$ cat config.mk
export PLATFORM = sky130hd
export DESIGN_NAME = differential_pump_controller
export DESIGN_NICKNAME = d
export VERILOG_FILES = /design/src/design/dpc_pkg.sv /design/src/design/dpc_cfg_regs.sv /design/src/design/dpc_eval.sv /design/src/design/differential_pump_controller.sv
export SDC_FILE = /design/constraint.sdc
export NUM_CORES = 1
export LEC_CHECK = 0
export BUFFER_PORTS_ARGS = -buffer_cell sky130_fd_sc_hd__buf_2
export CELL_PAD_IN_SITES_DETAIL_PLACEMENT = 1
export CELL_PAD_IN_SITES_GLOBAL_PLACEMENT = 1
export CORE_MARGIN = 2
export CORE_UTILIZATION = 48
export DETAILED_ROUTE_END_ITERATION = 8
export PLACE_DENSITY = 0.89
export SYNTH_ARGS = -nofsm -noshare
export SYNTH_HDL_FRONTEND = slang
export SYNTH_SLANG_ARGS = --single-unit
$ cat constraint.sdc
create_clock -name clk_i -period 7.4 [get_ports clk_i]
set_input_delay 0.37 -clock clk_i [delete_from_list [all_inputs] [get_ports clk_i]]
set_output_delay 0.37 -clock clk_i [all_outputs]
set_load 0.01 [all_outputs]
$ cat src/design/dpc_pkg.sv
// dpc_pkg: shared types and constants for the differential pump controller
// no dependencies; imported by every module of the block
`timescale 1ns / 1ps
`default_nettype none

package dpc_pkg;

  localparam int unsigned TimeW   = 32;
  localparam int unsigned TempW   = 12;
  localparam int unsigned DeltaW  = 8;
  localparam int unsigned LockW   = 16;
  localparam int unsigned CfgIdxW = 2;
  localparam int unsigned CfgDatW = 16;

  // register indexes of the configuration port
  localparam logic [CfgIdxW-1:0] RegMaxPoolTemp   = 2'd0;
  localparam logic [CfgIdxW-1:0] RegOnDelta       = 2'd1;
  localparam logic [CfgIdxW-1:0] RegOffDelta      = 2'd2;
  localparam logic [CfgIdxW-1:0] RegLockoutSecond = 2'd3;

  // reset values of the configuration registers
  localparam logic signed [TempW-1:0] MaxPoolTempRst = 12'sd300;
  localparam logic [DeltaW-1:0]       OnDeltaRst     = 8'd14;
  localparam logic [DeltaW-1:0]       OffDeltaRst    = 8'd10;
  localparam logic [LockW-1:0]        LockoutSecRst  = 16'd60;

  localparam logic [TimeW-1:0] TimeMax = {TimeW{1'b1}};

  typedef struct packed {
    logic [TimeW-1:0]        now_seconds;
    logic signed [TempW-1:0] collector_temp;
    logic signed [TempW-1:0] pool_temp;
    logic signed [TempW-1:0] outlet_temp;
  } dpc_in_t;

  typedef struct packed {
    logic             pump_on;
    logic             started;
    logic             stopped;
    logic             in_lockout;
    logic [TimeW-1:0] start_total;
    logic [TimeW-1:0] run_total_seconds;
    logic [TimeW-1:0] run_elapsed_seconds;
  } dpc_out_t;

  typedef struct packed {
    logic signed [TempW-1:0] max_pool_temp;
    logic [DeltaW-1:0]       on_delta;
    logic [DeltaW-1:0]       off_delta;
    logic [LockW-1:0]        lockout_seconds;
  } dpc_cfg_t;

  typedef struct packed {
    logic             pump_running;
    logic             lockout_active;
    logic [TimeW-1:0] lockout_end;
    logic [TimeW-1:0] run_start;
    logic [TimeW-1:0] start_count;
    logic [TimeW-1:0] run_accumulated;
  } dpc_state_t;

  // 32-bit add that sticks at the top value
  function automatic logic [TimeW-1:0] sat_add(input logic [TimeW-1:0] a,
                                               input logic [TimeW-1:0] b);
    logic [TimeW:0] sum;
    sum = {1'b0, a} + {1'b0, b};
    return sum[TimeW] ? TimeMax : sum[TimeW-1:0];
  endfunction

endpackage

`default_nettype wire

$ cat src/design/dpc_cfg_regs.sv
// dpc_cfg_regs: configuration register file of the pump controller
// depends on dpc_pkg
`timescale 1ns / 1ps
`default_nettype none

module dpc_cfg_regs (
  input  wire logic                           clk_i,
  input  wire logic                           rst_ni,
  input  wire logic                           cfg_we_i,
  input  wire logic [dpc_pkg::CfgIdxW-1:0]    cfg_index_i,
  input  wire logic [dpc_pkg::CfgDatW-1:0]    cfg_data_i,
  output dpc_pkg::dpc_cfg_t                   cfg_o
);
  import dpc_pkg::*;

  dpc_cfg_t cfg_q, cfg_d;

  always_comb begin
    cfg_d = cfg_q;
    if (cfg_we_i) begin
      case (cfg_index_i)
        RegMaxPoolTemp:   cfg_d.max_pool_temp   = $signed(cfg_data_i[TempW-1:0]);
        RegOnDelta:       cfg_d.on_delta        = cfg_data_i[DeltaW-1:0];
        RegOffDelta:      cfg_d.off_delta       = cfg_data_i[DeltaW-1:0];
        RegLockoutSecond: cfg_d.lockout_seconds = cfg_data_i[LockW-1:0];
        default:          cfg_d = cfg_q;
      endcase
    end
  end

  always_ff @(posedge clk_i or negedge rst_ni) begin
    if (!rst_ni) begin
      cfg_q.max_pool_temp   <= MaxPoolTempRst;
      cfg_q.on_delta        <= OnDeltaRst;
      cfg_q.off_delta       <= OffDeltaRst;
      cfg_q.lockout_seconds <= LockoutSecRst;
    end else begin
      cfg_q <= cfg_d;
    end
  end

  assign cfg_o = cfg_q;

endmodule

`default_nettype wire

$ cat src/design/dpc_eval.sv
// dpc_eval: one evaluation tick, next state and result from the current state
// depends on dpc_pkg; purely combinational
`timescale 1ns / 1ps
`default_nettype none

module dpc_eval (
  input  wire dpc_pkg::dpc_in_t    item_i,
  input  wire dpc_pkg::dpc_cfg_t   cfg_i,
  input  wire dpc_pkg::dpc_state_t state_i,
  output dpc_pkg::dpc_state_t      state_o,
  output dpc_pkg::dpc_out_t        result_o
);
  import dpc_pkg::*;

  localparam int unsigned SumW = TempW + 2;

  logic                   lock_hold;
  logic                   evaluate;
  logic                   heat_ok;
  logic                   outlet_low;
  logic                   do_start;
  logic                   do_stop;
  logic                   time_fwd;
  logic [TimeW-1:0]       elapsed;
  logic signed [SumW-1:0] pool_ext;
  logic signed [SumW-1:0] on_lim;
  logic signed [SumW-1:0] off_lim;

  always_comb begin
    lock_hold = state_i.lockout_active && (item_i.now_seconds < state_i.lockout_end);
    evaluate  = !lock_hold;

    pool_ext = SumW'(item_i.pool_temp);
    on_lim   = pool_ext + $signed({{(SumW-DeltaW){1'b0}}, cfg_i.on_delta});
    off_lim  = pool_ext + $signed({{(SumW-DeltaW){1'b0}}, cfg_i.off_delta});

    heat_ok    = (SumW'(item_i.collector_temp) > on_lim) &&
                 (item_i.pool_temp < cfg_i.max_pool_temp);
    outlet_low = SumW'(item_i.outlet_temp) < off_lim;

    do_start = evaluate && heat_ok && !state_i.pump_running;
    do_stop  = evaluate && state_i.pump_running && (!heat_ok || outlet_low);

    // run time counts as zero when time went backwards
    time_fwd = item_i.now_seconds >= state_i.run_start;
    elapsed  = time_fwd ? (item_i.now_seconds - state_i.run_start) : '0;

    state_o = state_i;
    if (evaluate) begin
      state_o.lockout_active = 1'b0;
    end
    if (do_start) begin
      state_o.pump_running = 1'b1;
      state_o.start_count  = sat_add(state_i.start_count, TimeW'(1));
      state_o.run_start    = item_i.now_seconds;
    end
    if (do_stop) begin
      state_o.pump_running    = 1'b0;
      state_o.run_accumulated = sat_add(state_i.run_accumulated, elapsed);
      state_o.lockout_active  = 1'b1;
      state_o.lockout_end     = sat_add(item_i.now_seconds,
                                        {{(TimeW-LockW){1'b0}}, cfg_i.lockout_seconds});
    end

    result_o.pump_on             = state_o.pump_running;
    result_o.started             = do_start;
    result_o.stopped             = do_stop;
    result_o.in_lockout          = state_o.lockout_active;
    result_o.start_total         = state_o.start_count;
    result_o.run_total_seconds   = state_o.run_accumulated;
    // a fresh start has run_start equal to now, so it reports zero
    result_o.run_elapsed_seconds = (state_o.pump_running && !do_start) ? elapsed : '0;
  end

endmodule

`default_nettype wire

$ cat src/design/differential_pump_controller.sv
// differential_pump_controller: solar pool pump controller, top level
// path: a tick is held in the input register, then its result in the result register
// throughput: one transaction per cycle while the result channel does not stall, set by the
// state update between the input register and the result register
// reset: pump off, no lockout, counters zero, registers at their defaults
// depends on dpc_pkg, dpc_cfg_regs and dpc_eval
`timescale 1ns / 1ps
`default_nettype none

module differential_pump_controller (
  input  wire logic                        clk_i,
  input  wire logic                        rst_ni,
  // configuration write port
  input  wire logic                        cfg_we_i,
  input  wire logic [dpc_pkg::CfgIdxW-1:0] cfg_index_i,
  input  wire logic [dpc_pkg::CfgDatW-1:0] cfg_data_i,
  // tick input channel
  input  wire logic                        in_valid_i,
  output logic                             in_stall_o,
  input  wire dpc_pkg::dpc_in_t            in_data_i,
  // result channel
  output logic                             out_valid_o,
  input  wire logic                        out_stall_i,
  output dpc_pkg::dpc_out_t                out_data_o
);
  import dpc_pkg::*;

  // configuration registers
  dpc_cfg_t   cfg;

  // input register stage
  logic       s1_valid_q, s1_valid_d;
  dpc_in_t    s1_item_q;

  // controller state
  dpc_state_t state_q, state_nxt;

  // result register
  logic       out_valid_q, out_valid_d;
  dpc_out_t   out_data_q;
  dpc_out_t   result;

  logic       in_accept;
  logic       out_free;
  logic       s1_fire;

  dpc_cfg_regs u_cfg (
    .clk_i       (clk_i),
    .rst_ni      (rst_ni),
    .cfg_we_i    (cfg_we_i),
    .cfg_index_i (cfg_index_i),
    .cfg_data_i  (cfg_data_i),
    .cfg_o       (cfg)
  );

  dpc_eval u_eval (
    .item_i   (s1_item_q),
    .cfg_i    (cfg),
    .state_i  (state_q),
    .state_o  (state_nxt),
    .result_o (result)
  );

  // the result register frees up when empty or when its transaction leaves
  assign out_free   = !out_valid_q || !out_stall_i;
  // the held tick moves on and commits its state update
  assign s1_fire    = s1_valid_q && out_free;
  // only stall when the input register holds a tick that cannot move
  assign in_stall_o = s1_valid_q && !out_free;
  assign in_accept  = in_valid_i && !in_stall_o;

  assign s1_valid_d  = in_accept || (s1_valid_q && !s1_fire);
  assign out_valid_d = s1_fire || (out_valid_q && out_stall_i);

  always_ff @(posedge clk_i or negedge rst_ni) begin
    if (!rst_ni) begin
      s1_valid_q  <= 1'b0;
      out_valid_q <= 1'b0;
      state_q     <= '0;
    end else begin
      s1_valid_q  <= s1_valid_d;
      out_valid_q <= out_valid_d;
      // state only advances when a tick is committed to the result register
      if (s1_fire) begin
        state_q <= state_nxt;
      end
    end
  end

  // payload registers, no reset needed
  always_ff @(posedge clk_i) begin
    if (in_accept) begin
      s1_item_q <= in_data_i;
    end
    if (s1_fire) begin
      out_data_q <= result;
    end
  end

  assign out_valid_o = out_valid_q;
  assign out_data_o  = out_data_q;

`ifndef SYNTHESIS
  // a tick never both starts and stops the pump
  a_start_stop_excl: assert property (@(posedge clk_i) disable iff (!rst_ni)
    out_valid_o |-> !(out_data_o.started && out_data_o.stopped))
    else $error("start and stop on the same tick");

  // a fresh start leaves the pump running with zero elapsed time
  a_start_fresh: assert property (@(posedge clk_i) disable iff (!rst_ni)
    (out_valid_o && out_data_o.started) |->
      (out_data_o.pump_on && out_data_o.run_elapsed_seconds == '0))
    else $error("start result inconsistent");

  // a lockout only follows a stop, so the pump is off throughout
  a_lockout_off: assert property (@(posedge clk_i) disable iff (!rst_ni)
    state_q.lockout_active |-> !state_q.pump_running)
    else $error("pump running during lockout");

  // a held tick stays in the input register until it can move on
  a_s1_hold: assert property (@(posedge clk_i) disable iff (!rst_ni)
    (s1_valid_q && !out_free) |=> (s1_valid_q && $stable(s1_item_q)))
    else $error("held tick lost");

  // state only moves when a tick is committed
  a_state_commit: assert property (@(posedge clk_i) disable iff (!rst_ni)
    !s1_fire |=> $stable(state_q))
    else $error("state changed without a tick");
`endif

endmodule

`default_nettype wire

==> results of run 1 <==
==> where the power goes <==
part | switching, mW | total (mW) | internal (mW)
registers | 0.333 | 2.89 | 2.56
clock network | 0.831 | 1.88 | 1.05
logic | 3.78 | 5.96 | 2.18
total | 4.94 | 10.7 | 5.79
==> state kept, by name, summed over array words and instances, names as in the netlist <==
name and count:
state_q 130, out_data_o 100, s1_item_q 68, u_cfg.cfg_o 44, out_valid_o 1, s1_valid_q 1
==> critical path: stages, from the launching register on <==
cell and delay (ns):
edfxtp_1 0.46, inv_1 0.10, ha_1 0.19, inv_1 0.06, fa_1 0.43, a211oi_1 0.37, o21bai_1 0.16, a211o_1 0.37
a31oi_2 0.31, o211ai_1 0.21, a31oi_4 0.22, buf_4 0.41, nor2_1 0.10, ha_1 0.40, a21oi_1 0.32, nand2_1 0.10
nor4_2 0.52, o21ai_2 0.21, a21boi_2 0.24, o21ai_1 0.08, buf_4 0.24, or3_1 0.40, mux2_2 0.28
==> synthesized netlist by cell type, types with 40 or more instances <==
library cell / count
dfrtp_1: 163
edfxtp_1: 168
a21oi_1: 216
inv_1: 117
clkbuf_1: 40
nand2_1: 131
a21o_1: 43
nor2_1: 213
o21ai_0: 97
nand3_1: 46
xnor2_1: 57
ha_1: 164
mux2_2: 74
a31oi_1: 75
==> how the worst min path moves through the flow <==
| stage | from | to | slack [ns] | depth (start not counted) |
|---|---|---|---|---|
| finish | in_data_i[67] | s1_item_q[67] | 0.03 | 1 |
| global placement | rst_ni | state_q[44] | 0.45 | 1 |
| CTS | in_data_i[60] | s1_item_q[60] | 0.008 | 1 |
| global route | in_data_i[67] | s1_item_q[67] | 0.01 | 1 |
| floorplan | rst_ni | out_valid_o | 0.07 | 0 |
| detailed placement | rst_ni | state_q[44] | 0.45 | 1 |
==> per-layer routing <==
metal  vias up  wire length [microns]
met5         -                     13
met4         2                   3300
met3       202                   3560
met2       659                  33100
met1      8647                  26500
li1       7896                      -
==> cell families (layout without fill, tap and decap cells) <==
family	Yosys count	in the layout
muxes	93	93
and+or+nand+nor	581	581
DFF	344	344
buffers and inverters	190	456
xor gates and xnor gates	89	89
other	0	2
AOI/OAI and AO/OA	562	562
adders and majority gates	169	169
==> metrics by stage <==
step	cell area [sq um]	hold slack (ns)	util	setup WS, ns
final	23700	0.0332	0.565	0.973
after global routing	23700	0.0143	0.565	0.600
after CTS	23700	0.00827	0.565	1.13
after detailed placement	21900	0.453	0.520	1.15
after global placement	21900	0.449	0.520	1.39
after floorplan	20500	0.0744	-	1.63
==> cell type report <==
type	instances	area share
Antenna cell	2	0.000211
Clock buffer	54	0.0452
Clock inverter	14	0.00490
Inverter	117	0.0186
Multi-Input combinational cell	1494	0.431
Sequential cell	344	0.399
Tap cell	539	0.0284
Timing Repair Buffer	271	0.0734
==> reports/metrics.yaml, run 1 <==
run_status:
  status: "complete, no violations"
setup_path:
  cp-start-kind: "flip-flop"
  worstSetupStartpoint: "s1_item_q[36]"
  critPathRequiredTime_ns: 7.72
  arrival_ns: 6.74
  r2r-end: "out_data_o[61]"
  path_max_fanout: 35
  ff2ff_setup_slack_ns: 0.97
  cp-endpoint: "out_data_o[61]"
  crit_type: "reg -> reg"
  reg2regPathDepth: 22
  end_kind: "flip-flop"
  reg2reg_from: "s1_item_q[36]"
floorplan:
  io_pins: 193
  die_y_microns: 211
  rows: 75
  core_region_area_sq_um: 42000
  die_x_microns: 211
  dieArea_sq_um: 44400
  start_util: 0.488
cells_and_area:
  final_layout_size_suffix_gt1_frac: 0.166
  layout_common_cells: "a21oi_1 (216), nor2_1 (213), buf_2 (191)"
  area_delta_synth_final_pct: 15.8
  mostFrequentLayoutCell: "a21oi_1"
  n_fill_cell: 4639
  fin_nets: 2526
  ff_latch_area_sq_um: 9470
  instances_no_fill: 2835
  multi_input_area_sq_um: 10200
detailed_routing:
  first_pass_iters: 5
  drt_iter0_drc: 1087
  vias_per_cell: 6.14
  drtAntennaViolNets: 0
  vias: 17400
  drc: 0
  wirelength_mm: 66.4
  avgRoutedWirePerCell_microns: 23.4
place:
  dp.cells: 2697
  dpl.hpwl_mm: 45.1
  port-buffer-count: 192
  gp_congestion: 0.910
clock_tree:
  clockBufferDepth: 3
  clk_pin_slew_ns: 0.07
  cts-root-buf: "clkbuf_16"
  cts_setup_buffers: 0
  cts-buffers-inserted: 38
  insertion_delay_ns: 0.57
  cts_tree: "done"
  cts_hold_buf: 68
  cts_resized: 0
  clkSinkCount: 344
  cts_max_level: 2
power_and_ir_drop:
  finalPower_mw: 10.7
  power_density_nw_per_um2: 452
  p_leak_nw: 10.3
  ir_drop_uv: 221
synth:
  syn_nets: 2288
  ys_top_cells_by_area: "edfxtp_1 (25%), dfrtp_1 (20%), ha_1 (10%)"
  synth_top_flop_cell: "edfxtp_1"
  netlist_instances: 2028
  synthAdderAreaFrac: 0.105
  yosys.area.top_type_share: 0.246
  synth_area_sq_um: 20500
  async_reset_ff_frac: 0.512
  muxShareOfSynthArea: 0.0504
  ys_seq_area_frac: 0.462
  synth_cell_types: 83
  synth_top_family_by_area: "compound AO/OA/AOI/OAI gates"
  synth_edf_count: 168
  synth-compound-area-share: 0.169
  synth_top_area_cell: "edfxtp_1"
  synth-xor-area-share: 0.0380
  synthSimpleGateAreaFrac: 0.135
  ys_ff_latch: 344
  synth_warnings: 0
  syn_area_per_cell_sq_um: 10.1
sta:
  slew_viol_final: 0
  tns_ns: 0
  hold_viol: 0
  timing.final.crit_period_ns: 6.43
  slew_headroom: 0.170
  timing.fmax_mhz: 156
  rsz0062_at_grt: "no"
  tightestPinTransition_ns: 1.24
  clock_skew_ns: 0.0351
  setup_viol: 0
  post-route-period-util: 0.868
global_routing:
  grt_pass1_vias: 18600
  grtUsageMet1: 0.363
  use_met2: 0.518
  met3_usage: 0.0419
  grt_overflow_total: 0
  grt_max_degree: 102
  grt_pass1_wl_mm: 103
  gr-usage-all-layers: 0.298
  antenna_found_initial: 3
  grt-busiest-layer: "met2"
worst_hold_path:
  hold_class: "in -> reg"
run:
  maxCapViolations: 0
(Power assumes the default switching activity.)
==> inputs of run 2 (changes only) <==
--- a/config.mk
+++ b/config.mk
@@ -8,6 +8,7 @@
 export BUFFER_PORTS_ARGS = -buffer_cell sky130_fd_sc_hd__buf_2
 export CELL_PAD_IN_SITES_DETAIL_PLACEMENT = 1
 export CELL_PAD_IN_SITES_GLOBAL_PLACEMENT = 1
+export CORE_ASPECT_RATIO = 0.9
 export CORE_MARGIN = 2
 export CORE_UTILIZATION = 48
 export DETAILED_ROUTE_END_ITERATION = 8
==> reports/metrics.yaml, run 2 (synthesized netlist as in run 1, its figures left out) <==
global_routing:
  grt_overflow_total: 0  # unchanged
  antenna_found_initial: 0  # -3
  grt_pass1_vias: 18300  # -1.6%
  gr-usage-all-layers: 0.303  # +0.00481
  grt_max_degree: 119  # +17%
  grt_pass1_wl_mm: 105  # +1.3%
cells_and_area:
  top_register: "state_q"
  fin_nets: 2523  # -0.12%
  largest_reg_flops: 130  # unchanged
  area_delta_synth_final_pct: 15.9  # about the same
  layout_common_cells: "a21oi_1 (216), nor2_1 (213), buf_2 (191)"
  final_layout_size_suffix_gt1_frac: 0.166  # about the same
  mostFrequentLayoutCell: "a21oi_1"
  antenna_cells: 0  # -2
sta:
  timing.fmax_mhz: 145  # -6.5%
  rsz0062_at_grt: "no"
  setup_viol: 0  # unchanged
  slew_viol_final: 0  # unchanged
  timing.final.crit_period_ns: 6.87  # +0.447 ns
  tightestPinTransition_ns: 1.30  # +0.0624 ns
  clock_skew_ns: 0.0246  # -0.0105 ns
  fin_ws_ns: 0.526  # -0.447 ns
  hold_viol: 0  # unchanged
  post-route-period-util: 0.929  # +0.0604
  slew_headroom: 0.129  # -0.0418
  tns_ns: 0  # unchanged
power_and_ir_drop:
  ir_drop_uv: 214  # -2.8%
  switchingPower_mw: 4.98  # +0.87%
  power_density_nw_per_um2: 456  # +0.82%
  p_seq_frac: 0.269  # about the same
  switching_share: 0.460  # about the same
  p_leak_nw: 10.3  # +0.25%
  internal_power_mw: 5.84  # +0.94%
  power_frac_comb: 0.553  # -0.002
  power_frac_clock: 0.178  # +0.003
detailed_routing:
  vias_per_cell: 6.09  # -0.75%
  drc: 0  # unchanged
  first_pass_iters: 5  # unchanged
  drtAntennaViolNets: 0  # unchanged
  drt_iter0_drc: 1276  # +17%
  wirelength_mm: 67.3  # +1.4%
  vias: 17300  # -0.61%
  avgRoutedWirePerCell_microns: 23.7  # +1.2%
clock_tree:
  insertion_delay_ns: 0.57  # about the same
  cts-root-buf: "clkbuf_16"
  cts_setup_buffers: 0  # unchanged
  clk_pin_slew_ns: 0.07  # about the same
  clockBufferDepth: 3  # unchanged
  clkSinkCount: 344  # unchanged
  cts-buffers-inserted: 38  # unchanged
  cts_max_level: 2  # unchanged
  cts_tree: "done"
place:
  dpl.hpwl_mm: 46.5  # +3.1%
  post-place-ws_ns: 0.648  # -0.505 ns
  port-buffer-count: 192  # unchanged
  gp_congestion: 0.922  # +1.4%
floorplan:
  dieArea_sq_um: 44400  # about the same
  core_region_area_sq_um: 41900  # -0.26%
  die_x_microns: 222  # +5.3%
  start_util: 0.489  # +0.00128
  io_pins: 193  # unchanged
  rows: 71  # -5.3%
  die_y_microns: 200  # -5.0%
run:
  maxCapViolations: 0  # unchanged
setup_path:
  critPathTopFamily: "compound AO/OA/AOI/OAI gates"
  critPathMaxStageDelay_ns: 0.61  # +0.09 ns
  critPathRequiredTime_ns: 7.72  # about the same
  crit_type: "reg -> reg"
  cp_slowest_cell: "a31oi_4"
  arrival_ns: 7.20  # +0.46 ns
  path_max_fanout: 24  # -31%
  crit_buf_inv: 3  # -1
  end_kind: "flip-flop"
  crit_path_cell_trace: "inv_1 > ha_1 > inv_1 > fa_1 > a211oi_1 > o21bai_1 > a211o_1 > a31oi_2 > o211ai_1 > a31oi_4 > nor2_1 > ha_1 > fa_1 > a211oi_1 > nor4_1 > nor4_2 > o21ai_2 > a21boi_2 > o21ai_1 > buf_4 > or3_1 > mux2_2"
  cp-start-kind: "flip-flop"
run_status:
  status: "complete, no violations"
worst_hold_path:
  hold_class: "in -> reg"
==> run 2: per-layer routing <==
metal / vias up / GRT usage / part of all wire
li1: 7894 / - / -
met3: 147 / 0.0363 / 0.047
met5: - / 0 / 0
met4: 0 / 0.120 / 0.037
met2: 552 / 0.535 / 0.50
met1: 8706 / 0.383 / 0.42
==> run 2: power by group through the flow <==
stage	sequential (mW)	clock, mW	combinational [mW]
after floorplan	2.84	0	4.10
after global placement	2.87	0	5.43
after detailed placement	2.91	0	5.75
after CTS	2.89	1.94	5.86
after global routing	2.95	2.02	6.55
final	2.91	1.93	5.99
==> run 2: cell type report <==
| type | instances | area, sq um |
|---|---|---|
| Fill cell | 4657 | 18200 |
| Tap cell | 547 | 684 |
| Clock inverter | 12 | 116 |
| Multi-Input combinational cell | 1494 | 10200 |
| Timing Repair Buffer | 268 | 1730 |
| Inverter | 117 | 442 |
| Clock buffer | 57 | 1100 |
| Sequential cell | 344 | 9470 |
==> run 2: stage by stage <==
stage          hold WS (ns)   util  power (mW)  instance area, sq um  instances
4_1_cts             0.00292  0.567        10.7                 23800       2839
2_1_floorplan        0.0744      -        6.94                 20500       2028
3_3_place_gp          0.341  0.522        8.30                 21900       2704
6_report             0.0224  0.567        10.8                 23800       2839
5_1_grt              0.0153  0.567        11.5                 23800       2839
3_5_place_dp          0.351  0.522        8.66                 21900       2704
==> run 2: path summary, 6_finish.rpt <==
path | from | to | slack [ns] | cells past startpoint
worst max-delay path | s1_item_q[36] | out_data_o[61] | 0.53 | 22
max in group asynchronous | rst_ni | state_q[129] | 5.65 | 3
worst min register to register | state_q[90] | state_q[90] | 0.51 | 1
min in group asynchronous | rst_ni | u_cfg.cfg_o[29] | 0.37 | 2
worst min-delay path | in_valid_i | s1_valid_q | 0.02 | 2
worst max register to register | s1_item_q[36] | out_data_o[61] | 0.53 | 22
==> run 2: timing repair <==
item	4_1_cts	5_1_grt
hold buffers	66	0
resized for setup	0	0
endpoints found under the hold margin	96	0
